==> config.mk <==
export PLATFORM = sky130hd
export DESIGN_NAME = stid_ctrl
export DESIGN_NICKNAME = d
export VERILOG_FILES = /design/src/rtl/stid_pkg.sv /design/src/rtl/stid_ctrl.sv
export SDC_FILE = /design/constraint.sdc
export NUM_CORES = 1
export LEC_CHECK = 0
export BUFFER_PORTS_ARGS = -buffer_cell sky130_fd_sc_hd__buf_2
export CAP_MARGIN = 25
export CORE_AREA = 3 3 40 42
export DETAILED_ROUTE_END_ITERATION = 8
export DIE_AREA = 0 0 43 45
export SYNTH_ARGS = -nofsm -noshare
export SYNTH_HDL_FRONTEND = slang
export SYNTH_SLANG_ARGS = --single-unit
==> constraint.sdc <==
create_clock -name i_clk -period 2.1 [get_ports i_clk]
set_clock_uncertainty 0.2 [all_clocks]
set_input_delay 0.42 -clock i_clk [delete_from_list [all_inputs] [get_ports i_clk]]
set_output_delay 0.42 -clock i_clk [all_outputs]
set_load 0.02 [all_outputs]
==> src/rtl/stid_pkg.sv <==
// Package: table sizes, operation and status codes, entry and control types.
`timescale 1ns / 1ps

package stid_pkg;

    localparam int TABLE_DEPTH = 64;
    localparam int IDX_W       = $clog2(TABLE_DEPTH);
    localparam int CNT_W       = $clog2(TABLE_DEPTH + 1);

    localparam logic [1:0] MODE_INSERT = 2'd0;
    localparam logic [1:0] MODE_SEARCH = 2'd1;
    localparam logic [1:0] MODE_DELETE = 2'd2;
    localparam logic [1:0] MODE_UNUSED = 2'd3;

    localparam logic [2:0] ST_INSERTED  = 3'd0;
    localparam logic [2:0] ST_FOUND     = 3'd1;
    localparam logic [2:0] ST_NOT_FOUND = 3'd2;
    localparam logic [2:0] ST_DELETED   = 3'd3;
    localparam logic [2:0] ST_FULL      = 3'd4;

    typedef struct packed {
        logic [63:0]        key;
        logic [1:0]         type_code;
        logic               scope_code;
        logic signed [31:0] entry_value;
    } t_entry;

    localparam int ENTRY_W = $bits(t_entry);

    typedef struct packed {
        logic accept;
        logic insert;
        logic miss;
        logic scan;
        logic shift;
        logic load_out;
    } t_cmd;

    typedef struct packed {
        logic [1:0] mode;
        logic       hit;
        logic       scan_miss;
        logic       shift_done;
        logic       out_free;
    } t_sts;

endpackage

==> src/rtl/stid_ctrl.sv <==
// Controller: sequences decode, key scan, delete shift and result hand-off.
`timescale 1ns / 1ps

module stid_ctrl (
    input  logic           i_clk,
    input  logic           i_rst_n,
    input  logic           i_req_valid,
    output logic           o_req_ready,
    input  stid_pkg::t_sts i_sts,
    output stid_pkg::t_cmd o_cmd
);

    typedef enum logic [4:0] {
        S_IDLE   = 5'b00001,
        S_DECODE = 5'b00010,
        S_SCAN   = 5'b00100,
        S_SHIFT  = 5'b01000,
        S_DONE   = 5'b10000
    } t_state;

    t_state r_state;
    t_state n_state;

    always_ff @(posedge i_clk) begin
        if (!i_rst_n) begin
            r_state <= S_IDLE;
        end else begin
            r_state <= n_state;
        end
    end

    always_comb begin
        n_state      = r_state;
        o_cmd        = '0;
        o_req_ready  = 1'b0;
        case (r_state)
            S_IDLE: begin
                o_req_ready  = 1'b1;
                o_cmd.accept = i_req_valid;
                if (i_req_valid) begin
                    n_state = S_DECODE;
                end
            end
            S_DECODE: begin
                case (i_sts.mode)
                    stid_pkg::MODE_INSERT: begin
                        o_cmd.insert = 1'b1;
                        n_state      = S_DONE;
                    end
                    stid_pkg::MODE_SEARCH, stid_pkg::MODE_DELETE: begin
                        n_state = S_SCAN;
                    end
                    default: begin
                        o_cmd.miss = 1'b1;
                        n_state    = S_DONE;
                    end
                endcase
            end
            S_SCAN: begin
                o_cmd.scan = 1'b1;
                if (i_sts.hit) begin
                    n_state = (i_sts.mode == stid_pkg::MODE_DELETE) ? S_SHIFT : S_DONE;
                end else if (i_sts.scan_miss) begin
                    n_state = S_DONE;
                end
            end
            S_SHIFT: begin
                o_cmd.shift = 1'b1;
                if (i_sts.shift_done) begin
                    n_state = S_DONE;
                end
            end
            S_DONE: begin
                if (i_sts.out_free) begin
                    o_cmd.load_out = 1'b1;
                    n_state        = S_IDLE;
                end
            end
            default: begin
                n_state = S_IDLE;
            end
        endcase
    end

endmodule

==> impl_metrics.json, run 1 <==
{
  "status": "finished, final reports clean",
  "grt_max_degree": 7,
  "cp_max_fo": 3,
  "p_seq_frac": 0.310,
  "final-max-slew-violation-count": 0,
  "cp_slowest_stage_delay_ns": 0.40,
  "nets": 81,
  "synthAdderAreaFrac": 0.101,
  "leakage_nw": 0.278,
  "dpl.hpwl_um": 826,
  "rows": 13,
  "ys.flop_type": "dfxtp_1",
  "wire_per_inst_um": 11.8,
  "rsz0062_at_grt": "true",
  "area_delta_synth_final_pct": 52.9,
  "grt_overflow": 0,
  "crit_path_start_kind": "flop",
  "max-vdd-ir-drop_uv": 379,
  "route.detailed.drc": 0,
  "p_switching_w": 0.000138,
  "fin_util": 0.442,
  "synth_cells": 45,
  "top_register": "r_state",
  "drive_gt1_frac": 0.515,
  "synth_largest_area_cell": "dfxtp_1",
  "p_per_area_mw_per_mm2": 680,
  "antenna_found_initial": 0,
  "slew-limit-headroom": 0.805,
  "synth_simple_gate_area_frac": 0.431,
  "fp.coreArea_mm2": 0.00128,
  "dpl-instance-area_um2": 483,
  "io_pins": 16,
  "cts.sinks": 5,
  "pwr-share-clk": 0.300,
  "synth.area.mux_share": 0,
  "maxCapViolCount": 0,
  "fin_crit_ns": 2.08,
  "hold_viol_final": 0,
  "fp.dieH_um": 45,
  "worst_ep_required_time_ns": 1.48,
  "grt_pass1_vias": 400,
  "ys_types": 24,
  "ys_ff_latch": 5,
  "tns_ns": 0,
  "synth_top_area_frac": 0.269,
  "fin_crit_sh": 0.991,
  "grt_pass1_wl_um": 1580,
  "cts_hold_buf": 0,
  "numPortBuffers": 15,
  "synth_compound_area_frac": 0.155,
  "place_congestion": 0.775,
  "reg.largest.list": "r_state: 5 flops",
  "netlist_area_um2": 372,
  "worst_hold_slack_ns": 0.193,
  "clock_path_buffers": 2,
  "n_antenna_cell": 0,
  "vias": 414,
  "dieWidth_um": 43,
  "synth_xor_xnor_area_share": 0,
  "seq_area_frac_synth": 0.269,
  "ys_warn_count": 0,
  "timing.critical_path.buf_inv": 1,
  "cts_tree": "yes",
  "p_sw_frac": 0.358,
  "final_antenna_net_count": 0,
  "fin_area_um2": 568,
  "crit_chain": "or3_4 > nor3b_4 > and2_4 > buf_6",
  "start_util": 0.289,
  "fmax_mhz": 480,
  "dr.first_iter.drc_count": 3,
  "worst-setup-path-type": "flop to output port",
  "synth_top_family_by_area": "simple AND/OR/NAND/NOR gates",
  "cts.reportedPaths.clkPinSlew_ns": 0.05,
  "hp-class": "input port to flop",
  "arrival_ns": 1.46,
  "async_flop_share": 0,
  "synthTopCellsByArea": "dfxtp_1 27%, ha_1 10%, and2_1 6.7%",
  "internal-power_w": 0.000248,
  "routed_wl_um": 980,
  "tightest_slew_ns": 0.290,
  "largest_register_ffs": 5,
  "die_area_mm2": 0.00194,
  "synth_edf_count": 0,
  "synth_nets": 57,
  "dr.pass1.iters": 2,
  "clock_latency_ns": 0.25,
  "avgViaCountPerCell": 4.99,
  "numCtsBuffers": 3,
  "critPathSlowestCell": "or3_4",
  "grt_usage": 0.115,
  "syn_area_per_cell_um2": 8.26,
  "critical-path-top-delay-family": "simple AND/OR/NAND/NOR gates",
  "p_comb_frac": 0.389,
  "cts_root_buffer": "clkbuf_4",
  "cts_max_level": 1,
  "setup_viol": 0,
  "end_kind": "output port"
}
[path summary, 6_finish.rpt]
kind / startpoint / endpoint / slack, ns / cells after the start
hold reg to reg: r_state[0] / r_state[0] / 0.41 / 2
hold / removal: i_rst_n / r_state[0] / 0.19 / 2
setup / recovery: r_state[4] / o_cmd[4] / 0.02 / 4
setup reg to reg: r_state[4] / r_state[4] / 0.16 / 5
[cell type report]
type | instances | area [um^2]
Fill cell | 138 | 717
Multi-Input combinational cell | 36 | 279
Timing Repair Buffer | 20 | 128
Sequential cell | 5 | 104
Clock buffer | 3 | 22.5
Tap cell | 15 | 18.8
Inverter | 3 | 11.3
Clock inverter | 1 | 5.00
[power by group through the flow]
stage | clock [W] | sequential [W] | combinational (W)
finish | 0.000116 | 0.000120 | 0.000150
global route | 0.000124 | 0.000122 | 0.000164
CTS | 0.000119 | 0.000119 | 0.000146
detailed placement | 0 | 0.000119 | 0.000131
global placement | 0 | 0.000119 | 0.000130
floorplan | 0 | 0.000116 | 0.0000887
[routing by layer]
metal  vias up  GRT usage  part of all wire
met2        12      0.192              0.48
met5         -          0                 0
met4         0     0.0542             0.010
li1        212          -                 -
met1       186      0.121              0.41
met3         4     0.0598              0.10
[repair_timing]
item	4_1_cts	5_1_grt
pin swaps	4	1
gates resized for setup	11	3
setup buffers	1	1
cloned	0	0
setup endpoints to repair	2	3
endpoints found under the hold margin	0	0
[cell families after synthesis]
logic type / after synthesis
and+or+nand+nor: 27
buffers and inverters: 4
AOI/OAI and AO/OA: 6
adders and majority gates: 3
DFF: 5
[per-stage QoR]
stage,setup slack (ns),total power [W],cells
5_1_grt,-0.0262,0.000410,83
3_3_place_gp,0.101,0.000250,77
6_report,0.0187,0.000386,83
3_5_place_dp,0.108,0.000250,77
2_1_floorplan,0.137,0.000205,45
4_1_cts,-0.00397,0.000384,82
[synthesized netlist by cell type, types with 2 or more instances]
master	number
nor3b_1	2
nand3_1	2
ha_1	3
and2_1	4
nor2_1	6
dfxtp_1	5
and3_1	2
nand2_1	3
inv_1	3
[cell usage in the layout, fill, tap and decap left out, types with 3 or more instances in the layout]
cell / instances
clkbuf_4: 3
buf_4: 6
buf_2: 12
dfxtp_2: 3
ha_1: 3
nand2_1: 3
nor2_1: 5
inv_1: 3
(Power assumes the default switching activity.)
==> run 2, diff against run 1 <==
==> constraint.sdc (replaced) <==
create_clock -name i_clk -period 1.8 [get_ports i_clk]
set_clock_uncertainty 0.2 [all_clocks]
set_input_delay 0.36 -clock i_clk [delete_from_list [all_inputs] [get_ports i_clk]]
set_output_delay 0.36 -clock i_clk [all_outputs]
set_load 0.02 [all_outputs]
==> run 2 against run 1 <==
Hold slack worse by 0.031 ns. The flow now finishes with violations (setup timing). Sequential power is 16% higher. Via count up 4.1%. Sequential cell count unchanged.
==> impl_metrics.json, run 2 (same netlist as run 1, synthesis figures left out) <==
{
  "nets": 88,
  "fp.coreArea_mm2": 0.00128,
  "clock_path_buffers": 2,
  "wire_per_inst_um": 12.5,
  "fin_crit_sh": 1.12,
  "n_antenna_cell": 0,
  "maxCapViolCount": 0,
  "numPortBuffers": 15,
  "arrival_ns": 1.46,
  "dr.first_iter.drc_count": 13,
  "dr.pass1.iters": 4,
  "p_per_area_mw_per_mm2": 772,
  "cts.reportedPaths.clkPinSlew_ns": 0.04,
  "place_congestion": 0.738,
  "grt_max_degree": 6,
  "worst_ep_required_time_ns": 1.24,
  "cts_tree": "yes",
  "cts_hold_buf": 0,
  "rsz0062_at_grt": "true",
  "io_pins": 16,
  "clock_latency_ns": 0.23,
  "grt_pass1_vias": 438,
  "area_delta_synth_final_pct": 87.5,
  "end_kind": "output port",
  "worst-setup-path-type": "flop to output port",
  "crit_path_start_kind": "flop",
  "setup_ws_ns": -0.215,
  "start_util": 0.289,
  "drive_gt1_frac": 0.653,
  "dpl.hpwl_um": 751,
  "top_register": "r_state",
  "slew-limit-headroom": 0.742,
  "fp.dieH_um": 45,
  "grt_usage": 0.124,
  "cts_max_level": 1,
  "fin_crit_ns": 2.02,
  "layout_commonest_cell": "buf_2",
  "hp-class": "input port to flop",
  "grt_pass1_wl_um": 1730,
  "antenna_found_initial": 0,
  "cp_max_fo": 3,
  "numCtsBuffers": 3,
  "route.detailed.drc": 0,
  "vias": 431,
  "dieWidth_um": 43,
  "status": "finished, violations left",
  "cts_root_buffer": "clkbuf_4",
  "setup_viol": 6,
  "final-max-slew-violation-count": 0,
  "max-vdd-ir-drop_uv": 393,
  "violations": "setup timing",
  "largest_register_ffs": 5,
  "routed_wl_um": 1130,
  "rows": 13,
  "tns_ns": -0.875,
  "final_cell_mix": "11 x buf_2, 10 x buf_4, 6 x buf_6",
  "preCtsSetupSlack_ns": -0.0443,
  "tightest_slew_ns": 0.383,
  "final_antenna_net_count": 0,
  "cts.sinks": 5,
  "grt_overflow": 0,
  "reg.largest.list": "r_state: 5 flops",
  "leakage_nw": 0.323,
  "fmax_mhz": 496,
  "avgViaCountPerCell": 4.79,
  "hold_viol_final": 0,
  "die_area_mm2": 0.00194
}
## run 2: worst paths after layout
| check | slack [ns] | endpoint | depth (start not counted) | from |
|---|---|---|---|---|
| setup reg to reg | -0.12 | r_state[0] | 5 | r_state[4] |
| setup / recovery | -0.22 | o_cmd[4] | 4 | r_state[4] |
| hold reg to reg | 0.54 | r_state[4] | 3 | r_state[1] |
| hold / removal | 0.16 | r_state[0] | 2 | i_rst_n |
## run 2: routing by layer
metal / routed length [um] / part of all wire / vias up / GRT usage
met5: 0 / 0 / - / 0
li1: - / - / 225 / -
met4: 0 / 0 / 0 / 0.102
met2: 582 / 0.52 / 9 / 0.213
met1: 507 / 0.45 / 197 / 0.138
met3: 36 / 0.032 / 0 / 0.0159
## run 2: final cells by class
cell class,instances,area (um^2)
well taps,15,18.8
repair buffers,27,198
fillers,120,588
flip-flops and latches,5,104
inverters,3,11.3
clock buffers,4,26.3
multi-input cells,36,339
## run 2: stage by stage
step	area [um^2]	std cells	hold slack, ns	total power, W	utilization
final	697	90	0.162	0.000538	0.542
after global placement	526	80	0.406	0.000305	0.409
after global routing	697	90	0.170	0.000570	0.542
after CTS	674	89	0.147	0.000534	0.525
after detailed placement	526	80	0.399	0.000306	0.409
after floorplan	398	45	0.237	0.000254	-
## run 2: repair_timing
| item | CTS | global route |
|---|---|---|
| gates resized for setup | 25 | 4 |
| setup endpoints to repair | 7 | 10 |
| setup buffers | 5 | 1 |
| pin swaps | 6 | 6 |
## run 2: critical path, stage by stage, from the launching register on
cell and delay [ns]:
dfxtp_1 0.30, or3_4 0.41, nor3b_4 0.22, and2_4 0.17, buf_6 0.11
## run 2: report_power, final
part / switching [W] / internal [W] / leakage, nW / total [W]
combinational: 0.000119 / 0.000156 / 0.266 / 0.000275
clock: 0.0000403 / 0.0000834 / 0.0150 / 0.000124
sequential: 0.0000144 / 0.000125 / 0.0422 / 0.000139
total: 0.000174 / 0.000364 / 0.323 / 0.000538
==> run 3, diff against run 2 <==
--- a/config.mk
+++ b/config.mk
@@ -10,6 +10,7 @@
 export CORE_AREA = 3 3 40 42
 export DETAILED_ROUTE_END_ITERATION = 8
 export DIE_AREA = 0 0 43 45
+export SETUP_SLACK_MARGIN = 0.3
 export SYNTH_ARGS = -nofsm -noshare
 export SYNTH_HDL_FRONTEND = slang
 export SYNTH_SLANG_ARGS = --single-unit
==> run 3 against run 2 <==
The flow still finishes with violations (setup timing). Critical path type unchanged. Sequential share of layout area fell by 0.95 points. Largest cell class unchanged. Largest power group unchanged. Clock power about the same. Setup slack better by 0.010 ns. Sequential cell count did not move. Die area is the same. Sequential power up 4%. Register-to-register slack barely moved.
==> impl_metrics.json, run 3 (same netlist as run 1, synthesis figures left out) <==
{
  "status": "finished, violations left",
  "violations": "setup timing",
  "io_pins": 16,
  "numPortBuffers": 15,
  "die_area_mm2": 0.00194,
  "numCtsBuffers": 3,
  "cp_slowest_stage_delay_ns": 0.41,
  "avgViaCountPerCell": 5.00,
  "final_cell_mix": "10 x buf_6, 10 x buf_4, 8 x buf_2, 4 x nor2_4, 4 x dfxtp_2",
  "fin_crit_sh": 1.11,
  "grt_usage": 0.131,
  "regArea_um2": 105,
  "hp-class": "input port to flop",
  "dr.pass1.iters": 4,
  "cts_tree": "yes",
  "reg.largest.list": "r_state: 5 flops",
  "p_per_area_mw_per_mm2": 766,
  "tightest_slew_ns": 0.415,
  "crit_path_start_kind": "flop",
  "cts.reportedPaths.clkPinSlew_ns": 0.04,
  "dr.first_iter.drc_count": 3,
  "worst_ep_required_time_ns": 1.24,
  "slew-limit-headroom": 0.720,
  "final-max-slew-violation-count": 0,
  "dieWidth_um": 43,
  "wire_per_inst_um": 13.8,
  "critPathSlowestCell": "or3_4",
  "cts_root_buffer": "clkbuf_4",
  "grt_max_degree": 6,
  "fin_area_um2": 753,
  "leakage_nw": 0.331,
  "arrival_ns": 1.45,
  "vias": 455,
  "grt_pass1_vias": 447,
  "start_util": 0.289,
  "place_inst": 80,
  "nets": 89,
  "rrSetupSlack_ns": -0.11,
  "n_antenna_cell": 0,
  "end_kind": "output port",
  "fp.dieH_um": 45,
  "maxCapViolCount": 0,
  "worst-setup-path-type": "flop to output port",
  "largest_register_ffs": 5,
  "grt_overflow": 0,
  "fin_cells": 91,
  "preCtsSetupSlack_ns": -0.0484,
  "antenna_found_initial": 0,
  "worst_hold_slack_ns": 0.162,
  "clock_latency_ns": 0.24,
  "rsz0062_at_grt": "true",
  "hold_viol_final": 0,
  "clock_path_buffers": 2,
  "fp.coreArea_mm2": 0.00128,
  "top_register": "r_state",
  "fillCellCount": 116,
  "route.detailed.drc": 0,
  "cts_max_level": 1,
  "fmax_mhz": 499,
  "crit_chain": "or3_4 > nor3b_4 > and2_4 > buf_6",
  "grt_pass1_wl_um": 1860,
  "place_congestion": 0.727,
  "rows": 13,
  "multi_input_area_um2": 364,
  "final_antenna_net_count": 0,
  "area_delta_synth_final_pct": 103,
  "drive_gt1_frac": 0.697,
  "setup_viol": 6,
  "cts.sinks": 5,
  "setup_ws_ns": -0.205,
  "fin_util": 0.586,
  "routed_wl_um": 1250,
  "cp_max_fo": 3,
  "max-vdd-ir-drop_uv": 337,
  "dpl-instance-area_um2": 529,
  "dpl.hpwl_um": 794,
  "fin_crit_ns": 2.01
}
==> run 3: final timing paths <==
kind / start / end / cells past startpoint
hold / removal: i_rst_n / r_state[0] / 2
setup / recovery: r_state[4] / o_cmd[4] / 4
setup reg to reg: r_state[4] / r_state[4] / 7
hold reg to reg: r_state[4] / r_state[4] / 3
==> run 3: worst max-delay path, delay by kind of cell, from the launching register on <==
kind                   cells  cell delay [ns]
buffers and inverters      1             0.11
AND/OR/NAND/NOR            3             0.80
flip-flops                 1             0.30
==> run 3: cell type report <==
cell class,count,share of cell area
Clock buffer,4,0.0349
Inverter,3,0.0150
Multi-Input combinational cell,36,0.483
Sequential cell,5,0.140
Tap cell,15,0.0249
Timing Repair Buffer,28,0.302
==> run 3: metal layers <==
layer	GRT usage	vias up	part of all wire
li1	-	227	-
met1	0.156	213	0.45
met2	0.222	13	0.49
met3	0.0159	2	0.054
met4	0.0904	0	0.0096
met5	0	-	0
==> run 3: metrics by stage <==
step,power (W),setup TNS (ns)
floorplan,0.000258,-0.0264
global placement,0.000308,-0.0232
detailed placement,0.000310,-0.107
CTS,0.000556,-0.851
global route,0.000618,-1.21
finish,0.000577,-0.839
==> run 3: where the power goes <==
part / internal [W] / leakage [nW] / total [W] / switching, W
logic: 0.000179 / 0.274 / 0.000308 / 0.000129
registers: 0.000126 / 0.0419 / 0.000144 / 0.0000182
clock network: 0.0000836 / 0.0150 / 0.000126 / 0.0000420
==> run 3: what timing repair did <==
action,CTS,global route
pin swaps,13,4
buffers inserted,7,0
endpoints found under the setup margin,12,12
hold buffers,0,0
resized for setup,33,8
